File: config.mk
export PLATFORM = sky130hd
export DESIGN_NAME = multi_key_click_detector
export DESIGN_NICKNAME = d
export VERILOG_FILES = /design/src/rtl/kcd_pkg.sv /design/src/rtl/multi_key_click_detector.sv /design/src/rtl/kcd_lane.sv /design/src/rtl/kcd_merge.sv /design/src/rtl/kcd_out_buf.sv
export SDC_FILE = /design/constraint.sdc
export NUM_CORES = 1
export LEC_CHECK = 0
export BUFFER_PORTS_ARGS = -buffer_cell sky130_fd_sc_hd__buf_2
export CAP_MARGIN = 15
export CORE_UTILIZATION = 45
export DETAILED_ROUTE_END_ITERATION = 12
export GPL_TIMING_DRIVEN = 0
export PLACE_DENSITY = 0.66
export SYNTH_ARGS = -nofsm -noshare
export SYNTH_HDL_FRONTEND = slang
export SYNTH_SLANG_ARGS = --single-unit
File: constraint.sdc
create_clock -name clk -period 5.8 [get_ports clk]
set_input_delay 0.29 -clock clk [delete_from_list [all_inputs] [get_ports clk]]
set_output_delay 0.29 -clock clk [all_outputs]
set_load 0.01 [all_outputs]
File: src/rtl/kcd_pkg.sv
package kcd_pkg;

  localparam int unsigned FLAG_W = 6;

  // Flag select codes; each one is also the bit position in the flag word.
  localparam logic [2:0] FLAG_PRESS    = 3'd0;
  localparam logic [2:0] FLAG_RELEASE  = 3'd1;
  localparam logic [2:0] FLAG_DOUBLE   = 3'd2;
  localparam logic [2:0] FLAG_TRIPLE   = 3'd3;
  localparam logic [2:0] FLAG_PRESSING = 3'd4;
  localparam logic [2:0] FLAG_LONG     = 3'd5;

  localparam logic CMD_TICK  = 1'b0;
  localparam logic CMD_QUERY = 1'b1;

  localparam logic [1:0] REG_SCAN_DIVIDER = 2'd0;
  localparam logic [1:0] REG_HOLD_SCANS   = 2'd1;
  localparam logic [1:0] REG_GAP_SCANS    = 2'd2;

  localparam logic [15:0] SCAN_DIVIDER_RST = 16'd20;
  localparam logic [7:0]  HOLD_SCANS_RST   = 8'd5;
  localparam logic [7:0]  GAP_SCANS_RST    = 8'd5;

  localparam logic [7:0]  CNT8_MAX  = 8'hFF;
  localparam logic [15:0] CNT16_MAX = 16'hFFFF;
  localparam logic [1:0]  CLICK_MAX = 2'd3;

  typedef struct packed {
    logic       scan;
    logic       query;
    logic [2:0] flag_select;
    logic [7:0] hold_scans;
    logic [7:0] gap_scans;
  } lane_ctrl_t;

  typedef struct packed {
    logic              hit;
    logic [FLAG_W-1:0] flags;
  } lane_stat_t;

  typedef struct packed {
    logic              flag_hit;
    logic [FLAG_W-1:0] key_flags;
  } result_t;

endpackage

File: src/rtl/multi_key_click_detector.sv
// Click and long-press detector for active-low key pins.
// Input channel (in_valid / in_stall) carries one beat per item: a tick
// (command 0) with the raw pin levels in key_levels, or a query (command 1)
// that reads flag flag_select of key key_index and clears it (PRESSING is
// live and never cleared). A scan of all keys runs on every scan_divider-th
// tick; every key has its own lane, so a scan handles all keys together.
// Output channel (out_valid / out_stall) returns one beat per item: flag_hit
// and the six flag bits of key key_index after the item took effect.
// Each result is registered in the output buffer (main entry, or skid entry
// while the output stalls); throughput is one item per cycle while in_stall is low.
// A two-entry output buffer keeps taking input while a result waits; in_stall
// rises only when both entries hold results the receiver has not taken.
// Registers (APB, byte address 4*i): scan_divider at 0, hold_scans at 4,
// gap_scans at 8. Write them only while the block is idle.
// Synchronous reset clears all key state, the prescaler and the output buffer
// and restores the register defaults (20, 5, 5).
module multi_key_click_detector
  import kcd_pkg::*;
#(
  parameter int unsigned KEYS = 4
) (
  input  logic        clk,
  input  logic        rst,
  input  logic        psel,
  input  logic        penable,
  input  logic        pwrite,
  input  logic [3:0]  paddr,
  input  logic [31:0] pwdata,
  output logic [31:0] prdata,
  output logic        pready,
  input  logic        in_valid,
  output logic        in_stall,
  input  logic        command,
  input  logic [3:0]  key_levels,
  input  logic [1:0]  key_index,
  input  logic [2:0]  flag_select,
  output logic        out_valid,
  input  logic        out_stall,
  output logic        flag_hit,
  output logic [5:0]  key_flags
);

  logic [15:0] scan_divider;
  logic [7:0]  hold_scans;
  logic [7:0]  gap_scans;
  logic        cfg_write;
  logic [1:0]  reg_index;

  logic [15:0] prescale_count, prescale_count_next;
  logic [15:0] prescale_inc;
  logic        in_fire;
  logic        tick;
  logic        scan;
  logic        key_in_range;
  logic        query;
  logic        buf_full;

  lane_ctrl_t      ctrl;
  lane_stat_t      stat [KEYS];
  logic [KEYS-1:0] lane_sel;
  result_t         merged;
  result_t         out_data;

  assign pready    = 1'b1;
  assign reg_index = paddr[3:2];
  assign cfg_write = psel && penable && pwrite && pready;

  always_ff @(posedge clk) begin
    if (rst) begin
      scan_divider <= SCAN_DIVIDER_RST;
      hold_scans   <= HOLD_SCANS_RST;
      gap_scans    <= GAP_SCANS_RST;
    end else if (cfg_write) begin
      unique case (reg_index)
        REG_SCAN_DIVIDER: scan_divider <= pwdata[15:0];
        REG_HOLD_SCANS:   hold_scans   <= pwdata[7:0];
        REG_GAP_SCANS:    gap_scans    <= pwdata[7:0];
        default: ;
      endcase
    end
  end

  always_comb begin
    unique case (reg_index)
      REG_SCAN_DIVIDER: prdata = {16'd0, scan_divider};
      REG_HOLD_SCANS:   prdata = {24'd0, hold_scans};
      REG_GAP_SCANS:    prdata = {24'd0, gap_scans};
      default:          prdata = '0;
    endcase
  end

  assign in_stall = buf_full;
  assign in_fire  = in_valid && !in_stall;
  assign tick     = in_fire && (command == CMD_TICK);

  // prescaler: saturating count, scan when it reaches the divider
  assign prescale_inc = (prescale_count != CNT16_MAX) ? prescale_count + 16'd1
                                                      : prescale_count;
  assign scan = tick && (prescale_inc >= scan_divider);

  always_comb begin
    prescale_count_next = prescale_count;
    if (scan) begin
      prescale_count_next = '0;
    end else if (tick) begin
      prescale_count_next = prescale_inc;
    end
  end

  always_ff @(posedge clk) begin
    if (rst) begin
      prescale_count <= '0;
    end else begin
      prescale_count <= prescale_count_next;
    end
  end

  assign key_in_range = 32'(key_index) < KEYS;
  assign query = in_fire && (command == CMD_QUERY) && key_in_range
                 && (flag_select <= FLAG_LONG);

  assign ctrl.scan        = scan;
  assign ctrl.query       = query;
  assign ctrl.flag_select = flag_select;
  assign ctrl.hold_scans  = hold_scans;
  assign ctrl.gap_scans   = gap_scans;

  for (genvar i = 0; i < KEYS; i++) begin : g_lane
    logic now;
    if (i < 4) begin : g_pin
      assign now         = !key_levels[i];
      assign lane_sel[i] = (key_index == 2'(i));
    end else begin : g_nopin
      assign now         = 1'b0;
      assign lane_sel[i] = 1'b0;
    end

    kcd_lane u_lane (
      .clk      (clk),
      .rst      (rst),
      .ctrl     (ctrl),
      .now      (now),
      .lane_sel (lane_sel[i]),
      .stat     (stat[i])
    );
  end

  kcd_merge #(
    .KEYS (KEYS)
  ) u_merge (
    .stat     (stat),
    .lane_sel (lane_sel),
    .result   (merged)
  );

  kcd_out_buf u_out_buf (
    .clk       (clk),
    .rst       (rst),
    .in_fire   (in_fire),
    .in_data   (merged),
    .full      (buf_full),
    .out_valid (out_valid),
    .out_stall (out_stall),
    .out_data  (out_data)
  );

  assign flag_hit  = out_data.flag_hit;
  assign key_flags = out_data.key_flags;

  a_no_hit_without_query: assert property (@(posedge clk) disable iff (rst)
    !query |-> !merged.flag_hit)
    else $error("flag hit reported without a query");

  a_scan_clears_prescaler: assert property (@(posedge clk) disable iff (rst)
    scan |=> prescale_count == '0)
    else $error("prescaler not cleared after scan");

  a_pressing_tracks_pin: assert property (@(posedge clk) disable iff (rst)
    scan && key_in_range |-> merged.key_flags[FLAG_PRESSING] == !key_levels[key_index])
    else $error("pressing flag differs from pin level after scan");

  a_full_implies_valid: assert property (@(posedge clk) disable iff (rst)
    buf_full |-> out_valid)
    else $error("skid entry held while output stage empty");

endmodule

File: src/rtl/kcd_lane.sv
module kcd_lane
  import kcd_pkg::*;
(
  input  logic       clk,
  input  logic       rst,
  input  lane_ctrl_t ctrl,
  input  logic       now,
  input  logic       lane_sel,
  output lane_stat_t stat
);

  logic [FLAG_W-1:0] flags, flags_next;
  logic              prev, prev_next;
  logic [7:0]        hold, hold_next;
  logic [7:0]        gap, gap_next;
  logic [1:0]        click, click_next;
  logic [FLAG_W-1:0] mask;
  logic              hit;

  assign mask = FLAG_W'(1) << ctrl.flag_select;

  always_comb begin
    flags_next = flags;
    prev_next  = prev;
    hold_next  = hold;
    gap_next   = gap;
    click_next = click;
    hit        = 1'b0;
    if (ctrl.scan) begin
      flags_next[FLAG_PRESSING] = now;
      if (!prev && now) begin
        flags_next[FLAG_PRESS] = 1'b1;
        gap_next = '0;
      end else if (prev && now) begin
        hold_next = (hold != CNT8_MAX) ? hold + 8'd1 : hold;
        if (hold_next >= ctrl.hold_scans) begin
          flags_next[FLAG_LONG] = 1'b1;
          hold_next = '0;
        end
      end else if (prev && !now) begin
        hold_next  = '0;
        click_next = (click != CLICK_MAX) ? click + 2'd1 : click;
        flags_next[FLAG_RELEASE] = 1'b1;
        gap_next   = 8'd1;
      end
      // close the click sequence once the key has stayed up long enough
      if (gap_next != '0 && !now) begin
        gap_next = (gap_next != CNT8_MAX) ? gap_next + 8'd1 : gap_next;
        if (gap_next >= ctrl.gap_scans) begin
          unique case (click_next)
            2'd3:    flags_next[FLAG_TRIPLE] = 1'b1;
            2'd2:    flags_next[FLAG_DOUBLE] = 1'b1;
            2'd1:    flags_next[FLAG_PRESS]  = 1'b1;
            default: ;
          endcase
          click_next = '0;
          gap_next   = '0;
        end
      end
      prev_next = now;
    end else if (ctrl.query && lane_sel) begin
      hit = |(flags & mask);
      if (hit && ctrl.flag_select != FLAG_PRESSING) begin
        flags_next = flags & ~mask;
      end
    end
  end

  always_ff @(posedge clk) begin
    if (rst) begin
      flags <= '0;
      prev  <= 1'b0;
      hold  <= '0;
      gap   <= '0;
      click <= '0;
    end else begin
      flags <= flags_next;
      prev  <= prev_next;
      hold  <= hold_next;
      gap   <= gap_next;
      click <= click_next;
    end
  end

  assign stat.hit   = hit;
  assign stat.flags = flags_next;

endmodule

File: src/rtl/kcd_merge.sv
module kcd_merge
  import kcd_pkg::*;
#(
  parameter int unsigned KEYS = 4
) (
  input  lane_stat_t      stat [KEYS],
  input  logic [KEYS-1:0] lane_sel,
  output result_t         result
);

  // lane_sel is one-hot or zero, so an OR of the gated lanes picks the key
  always_comb begin
    result = '0;
    for (int unsigned i = 0; i < KEYS; i++) begin
      if (lane_sel[i]) begin
        result.flag_hit  = result.flag_hit | stat[i].hit;
        result.key_flags = result.key_flags | stat[i].flags;
      end
    end
  end

endmodule

File: src/rtl/kcd_out_buf.sv
module kcd_out_buf
  import kcd_pkg::*;
(
  input  logic    clk,
  input  logic    rst,
  input  logic    in_fire,
  input  result_t in_data,
  output logic    full,
  output logic    out_valid,
  input  logic    out_stall,
  output result_t out_data
);

  logic    main_valid, main_valid_next;
  logic    skid_valid, skid_valid_next;
  result_t main_data, skid_data;
  logic    main_load, skid_load;

  always_comb begin
    main_valid_next = main_valid;
    skid_valid_next = skid_valid;
    main_load       = 1'b0;
    skid_load       = 1'b0;
    if (!main_valid || !out_stall) begin
      // main stage is free: refill from skid first, else from the new beat
      if (skid_valid) begin
        main_valid_next = 1'b1;
        skid_valid_next = 1'b0;
      end else begin
        main_valid_next = in_fire;
        main_load       = in_fire;
      end
    end else if (in_fire) begin
      skid_valid_next = 1'b1;
      skid_load       = 1'b1;
    end
  end

  always_ff @(posedge clk) begin
    if (rst) begin
      main_valid <= 1'b0;
      skid_valid <= 1'b0;
    end else begin
      main_valid <= main_valid_next;
      skid_valid <= skid_valid_next;
    end
  end

  always_ff @(posedge clk) begin
    if (main_load) begin
      main_data <= in_data;
    end else if (skid_valid && (!main_valid || !out_stall)) begin
      main_data <= skid_data;
    end
    if (skid_load) begin
      skid_data <= in_data;
    end
  end

  assign full      = skid_valid;
  assign out_valid = main_valid;
  assign out_data  = main_data;

endmodule
-- Word-level counts from Yosys, hierarchy flattened
Cells that the tools add are included.
- register bits: 164
- input bits: 53
- output and inout port bits: 42
- word-level logic and storage cells: 334
- add/subtract/negate cells: 13
- $lt $le $gt $ge: 10
- equality and inequality tests: 31
- shift-type cells: 1
- multiplexer cells: 161
- bitwise logic cells: 20
- reductions and logical operators: 68
- operators with widths (kind ; count):
    8-bit 2-to-1 mux ; 44
    2-bit 2-to-1 mux ; 36
    6-bit 2-to-1 mux ; 12
    8-bit by 1-bit adder with 8-bit output (second input constant) ; 8
    8-bit greater-or-equal comparator ; 8
    8-bit != test (second input constant) ; 8
    1-bit 2-to-1 mux ; 61
    6-bit bitwise AND ; 8
    16-bit one-hot mux with 3 select lines ; 1
    7-bit 2-to-1 mux ; 6
    1-bit logical AND ; 32
    8-bit nonzero test ; 4
    6-bit OR reduction ; 4
    2-bit equality test (second input constant) ; 11
    6-bit bitwise OR ; 3
    16-bit by 1-bit adder with 16-bit output (second input constant) ; 1
    16-bit greater-or-equal comparator ; 1
    16-bit 2-to-1 mux ; 1
    16-bit != test (second input constant) ; 1
    2-bit by 1-bit equality test with 1-bit output (second input constant) ; 6
    3-bit AND reduction ; 4
    1-bit logical NOT ; 11
    2-bit nonzero test ; 5
    2-bit by 1-bit adder with 2-bit output (second input constant) ; 4
    11 further kinds ; 24

-- Depth between registers and ports, before layout
- word-level depth: 19
- gate-level depth with buffers: 21
- gate-level depth less buffers: 18

-- By module
A second synthesis with hierarchy kept.
- cell total of the unflattened synthesis: 1474
- area total of the unflattened synthesis: 12050.3 µm²
- modules (own cells, without submodules) (module ; instances ; cells an instance ; area each (µm²) ; seq. area each (µm²)):
    kcd_lane ; 4 ; 259 ; 2072.0 ; 500.5
    multi_key_click_detector ; 1 ; 387 ; 3039.2 ; 960.9
    kcd_out_buf ; 1 ; 30 ; 591.8 ; 460.4
    kcd_merge ; 1 ; 21 ; 131.4 ; 0.0

-- Worst setup path before layout
No wires, ideal clock.
- path kind: reg2reg
- start: register g_lane[3].u_lane.prev
- end: register u_out_buf.main_data, in the netlist u_out_buf.out_data[2] (data pin)
- setup time: 0.169 ns
- arrival: 3.926 ns
- required time: 5.631 ns
- setup slack: 1.705 ns
- stages on the path, launching flop included: 20
- path buffers: 3
- clock period less this slack: 4.095 ns
- cells stage by stage: dfxtp_1 clkbuf_1 and2_1 clkbuf_1 nor2_1 nor2_1 ha_1 nand4_1 or3_1 clkbuf_1 nand4_1 xor2_1 nor2_1 ha_1 o21a_1 nor2_1 o31ai_1 a41oi_1 o221a_1 o31ai_1
- word-level cells in the longest chain between the ends: 14
- elaborated cells on any way between the ends: 26
- classes of those cells: add/sub: 1; order compare: 1; eq/ne: 2; mux: 15; bitwise: 1; reduce/logical: 6
- ends and longest elaborated chain (what ; RTL line ; RTL):
    from (decl) ; kcd_lane.sv:13 ; logic prev, prev_next;
    from (signal assigned) ; kcd_lane.sv:78 ; prev <= prev_next;
    1-bit logical AND ; kcd_lane.sv:40 ; end else if (prev && !now) begin
    8-bit 2-to-1 mux ; kcd_lane.sv:40 ;
    8-bit 2-to-1 mux ; kcd_lane.sv:34 ; end else if (prev && now) begin
    8-bit 2-to-1 mux ; kcd_lane.sv:31 ; if (!prev && now) begin
    8-bit 2-to-1 mux ; kcd_lane.sv:29 ; if (ctrl.scan) begin
    8-bit by 1-bit adder with 8-bit output or 8-bit != test (tied branches) ; kcd_lane.sv:48 ; gap_next = (gap_next != CNT8_MAX) ? gap_next + 8'd1 : gap_next;
    8-bit 2-to-1 mux ; kcd_lane.sv:48 ;
    8-bit greater-or-equal comparator ; kcd_lane.sv:49 ; if (gap_next >= ctrl.gap_scans) begin
    2-bit 2-to-1 mux ; kcd_lane.sv:49 ;
    2-bit 2-to-1 mux (*) ; kcd_lane.sv:47 ; if (gap_next != '0 && !now) begin
    6-bit 2-to-1 mux (*) ; kcd_lane.sv:29 ;
    6-bit bitwise OR (*) ; kcd_merge.sv:17 ; result.key_flags = result.key_flags | stat[i].flags;
    7-bit 2-to-1 mux (*) ; kcd_merge.sv:15 ; if (lane_sel[i]) begin
    7-bit 2-to-1 mux (*) ; kcd_out_buf.sv:50 ; if (main_load) begin
    to (signal assigned) ; kcd_out_buf.sv:51 ; main_data <= in_data;
    to (signal assigned) ; kcd_out_buf.sv:53 ; main_data <= skid_data;
    to (decl) ; kcd_out_buf.sv:16 ; result_t main_data, skid_data;
Every way passes the cells marked *; elsewhere a longest branch is shown, timed or not. The select of a mux whose other input is x is not followed.
A chain may end at the register's enable or synchronous reset.

-- Worst setup path after layout
Ends and elaborated chain as after synthesis.

==> results.tsv <==
stage	metric	value	unit
grt	first-pass GRT wire length	51.9	mm
power	Seq pwr share	0.463	
power	worst IR drop on VDD	0.140	mV
timing	clk_skew	0.0146	ns
clock_network	Resize count post-CTS	0	
timing	Fin. Hold Viols	0	
drt	routed vias	10800	
timing	Achievable Freq	188	MHz
power	switching power	0.662	mW
die	Die ar.	25500	um^2
timing	clock period minus worst slack	5.31	ns
power	internal power	1.84	mW
finish	non-filler cells, final	1833	
grt	total gr overflow	0	
synthesis	asr flop ratio synth	0	
drt	final WL	32.7	mm
setup_path	Critical Path Most Common Cell	nor2_1	
placed_design	HPWL Detailed	24.7	mm
drt	routed vias/inst	5.87	
synthesis	Synth Warn #	0	
synthesis	post-synthesis cell type count	82	
grt	GRT Total Usage	0.255	
die	IO Count	95	
setup_path	CP Class	reg -> reg	
die	placeable core area	24400	um^2
clock_network	H-Tree Level Count	4	
clock_network	Post CTS Setup Buffer Count	0	
die	cell row count	57	
synthesis	Area contributors post-synth	dfxtp_1 (27%), ha_1 (10%), nor2_1 (5.9%)	
power	Comb pwr share	0.071	
power	pwr dens	200	nW/um^2
finish	layout cell share with drive strength beyond 1	0.0915	
timing	# setup viols final	0	
grt	GR Layer Usage met1	0.354	
drt	DRT iter0 DRCs	964	
timing	fraction of the cycle the final worst path needs	0.916	
power	switching share of power	0.265	
die	starting density of the core	0.459	
synthesis	sequential area share after synthesis	0.306	
worst_hold_path	class of the worst hold path	in -> reg	
grt	met3 Resource Use GR	0.0392	
setup_path	crit path DAT	5.58	ns
placed_design	Buffers on Ports	54	
timing	RSZ-0062 raised after global routing	no	
grt	number of global-route vias before repair	9827	
synthesis	#FFs+latches synth	164	
synthesis	EDFF count, synth	14	
setup_path	crit path cell chain	clkbuf_1, and2_1, clkbuf_1, nor2_1, nor2_1, ha_1, nand4_1, or3_1, clkbuf_1, nand4_1, xor2_1, nor2_1, ha_1, o21a_1, nor2_1, o31ai_1, a41oi_1, o221a_1, o31ai_1	
clock_network	CTS tree	done	
timing	Worst Max-Slew Pin Slew	1.05	ns
clock_network	Clock Latency Late Sink	0.45	ns
drt	Antenna Nets Post-Route	0	
die	die height	160	um
finish	fin nets	1643	
placed_design	Post-Place Setup Slack	0.546	ns
timing	max-slew violations	0	
setup_path	WP data required	6.06	ns
placed_design	Final GP Congestion	0.955	
timing	max_slew headroom	0.296	
clock_network	Reg clk slew, reported paths	0.08	ns
setup_path	largest fanout on the critical path	10	
grt	GRT busiest layer	met2	
synthesis	area leader, netlist	dfxtp_1	
timing	Setup TNS Final	0	ns
setup_path	CP startpoint kind	register	
grt	largest net degree at the start of global routing	17	
synthesis	synthesized area	11200	um^2
synthesis	Syn Area/Cell	7.94	um^2
drt	1st-pass router iterations	6	
setup_path	CP endpoint kind	register	
clock_network	cts hold-fix bufs	0	
clock_network	CTS Buf Count	17	
status	status	complete, no violations	
finish	Area Overhead vs Synth	11.8	%
setup_path	Max stage delay on crit path	0.67	ns
drt	WL per Instance	17.8	um
grt	global routing met2 resource utilization	0.399	
grt	initial antenna violation count	0	
clock_network	Clock Sinks	164	
drt	DRC viols	0	
setup_path	Slowest-stage cell, CP	o31ai_1	
flow_run	# Max-Cap Violations	0	
placed_design	placed insts	1802	
clock_network	clock buffer depth	2	
synthesis	Top FF cell, synth	dfxtp_1	
timing	post-route setup slack	0.486	ns
setup_path	Worst R2R Setup Slack	0.49	ns
synthesis	Synth top area share	0.268	
die	die width	160	um
synthesis	Syn Inst Count	1409	
power	Clock Power Share	0.465	
power	Leakage	4.74	nW
clock_network	root buffer cell	clkbuf_16	
finish	Diodes inserted	0	
registers in the layout (all words and copies together), names as in the netlist:
name                 flops
g_lane.u_lane.prev       4
u_out_buf.skid_data      7
prescale_count          16
hold_scans               8
u_out_buf.out_data       7
g_lane.u_lane.click      8
u_out_buf.full           1
g_lane.u_lane.hold      32
g_lane.u_lane.gap       32
u_out_buf.out_valid      1
gap_scans                8
g_lane.u_lane.flags     24
scan_divider            16
critical path: cells and delay by family (launching register included):
kind	cells	cell delay [ns]
AND/OR/NAND/NOR	8	1.44
XOR/XNOR	1	0.15
adder cells (fa/ha/maj)	2	0.59
flip-flops	1	0.30
buffers and inverters	3	1.00
AO/OA/AOI/OAI	5	1.66
per-layer routing:
layer | vias to the layer above | part of all wire | wire length, um
met5 | - | 0 | 0
li1 | 5235 | - | -
met3 | 64 | 0.062 | 2010
met2 | 407 | 0.44 | 14400
met1 | 5062 | 0.47 | 15500
met4 | 0 | 0.026 | 845
synth_stat cells (all sizes together) (39+ instances only):
library cell	instances
xnor2	39
a21oi	92
inv	57
nand3	51
dfxtp	150
ha	93
clkbuf	48
o21ai	56
a22oi	43
nor2	175
nand2	146
nor3	41
through the flow:
stage	instance area, um^2	utilization	power (mW)	hold WS (ns)
finish	12500	0.513	2.50	0.0747
global route	12500	0.513	2.58	0.0781
CTS	12500	0.513	2.51	0.0580
detailed placement	11900	0.489	1.36	0.447
global placement	11900	0.489	1.36	0.444
floorplan	11200	-	1.29	0.408
layout by cell type (no fill, tap or decap), drive strengths merged, types with 20 or more instances in the layout:
master / instances
o21ai: 56
clkbuf: 66
xor2: 24
nor2: 175
nand4: 27
a21oi: 92
nand3: 51
nand2: 146
ha: 93
inv: 62
nand2b: 28
xnor2: 39
a22oi: 43
buf: 90
nor3: 41
a211oi: 23
nor2b: 20
dfxtp: 150
mux2i: 27
power groups by stage:
stage                     clock, mW  combinational, mW  sequential, mW
after detailed placement          0              0.175            1.18
after global placement            0              0.174            1.18
final                          1.16              0.179            1.16
after floorplan                   0              0.108            1.19
after CTS                      1.18              0.176            1.16
after global routing           1.22              0.193            1.16
worst paths after layout:
kind	to	from	depth (start not counted)
min	scan_divider[8]	pwdata[8]	3
max	u_out_buf.out_data[2]	g_lane[3].u_lane.prev	19
max reg2reg	u_out_buf.out_data[2]	g_lane[3].u_lane.prev	19
min reg2reg	scan_divider[10]	scan_divider[10]	2
final cells by class:
cell class	count	area (um^2)
Inverter	58	218
Multi-Input combinational cell	1118	7210
Fill cell	2414	11900
Tap cell	324	405
Sequential cell	164	3420
Timing Repair Buffer	54	270
Clock inverter	13	143
Buffer	84	395
Clock buffer	18	450
logic make-up (layout without fill, tap and decap cells):
| kind of cell | after synthesis | in the layout | synth area share |
|---|---|---|---|
| AO/OA/AOI/OAI | 343 | 343 | 0.206 |
| XOR/XNOR | 63 | 63 | 0.0493 |
| adder cells (fa/ha/maj) | 94 | 94 | 0.105 |
| buffers and inverters | 142 | 227 | 0.0548 |
| flip-flops | 164 | 164 | 0.306 |
| multiplexers | 43 | 43 | 0.0443 |
| other | 2 | 17 | 0.000671 |
| AND/OR/NAND/NOR | 558 | 558 | 0.234 |
(Power assumes the default switching activity.)
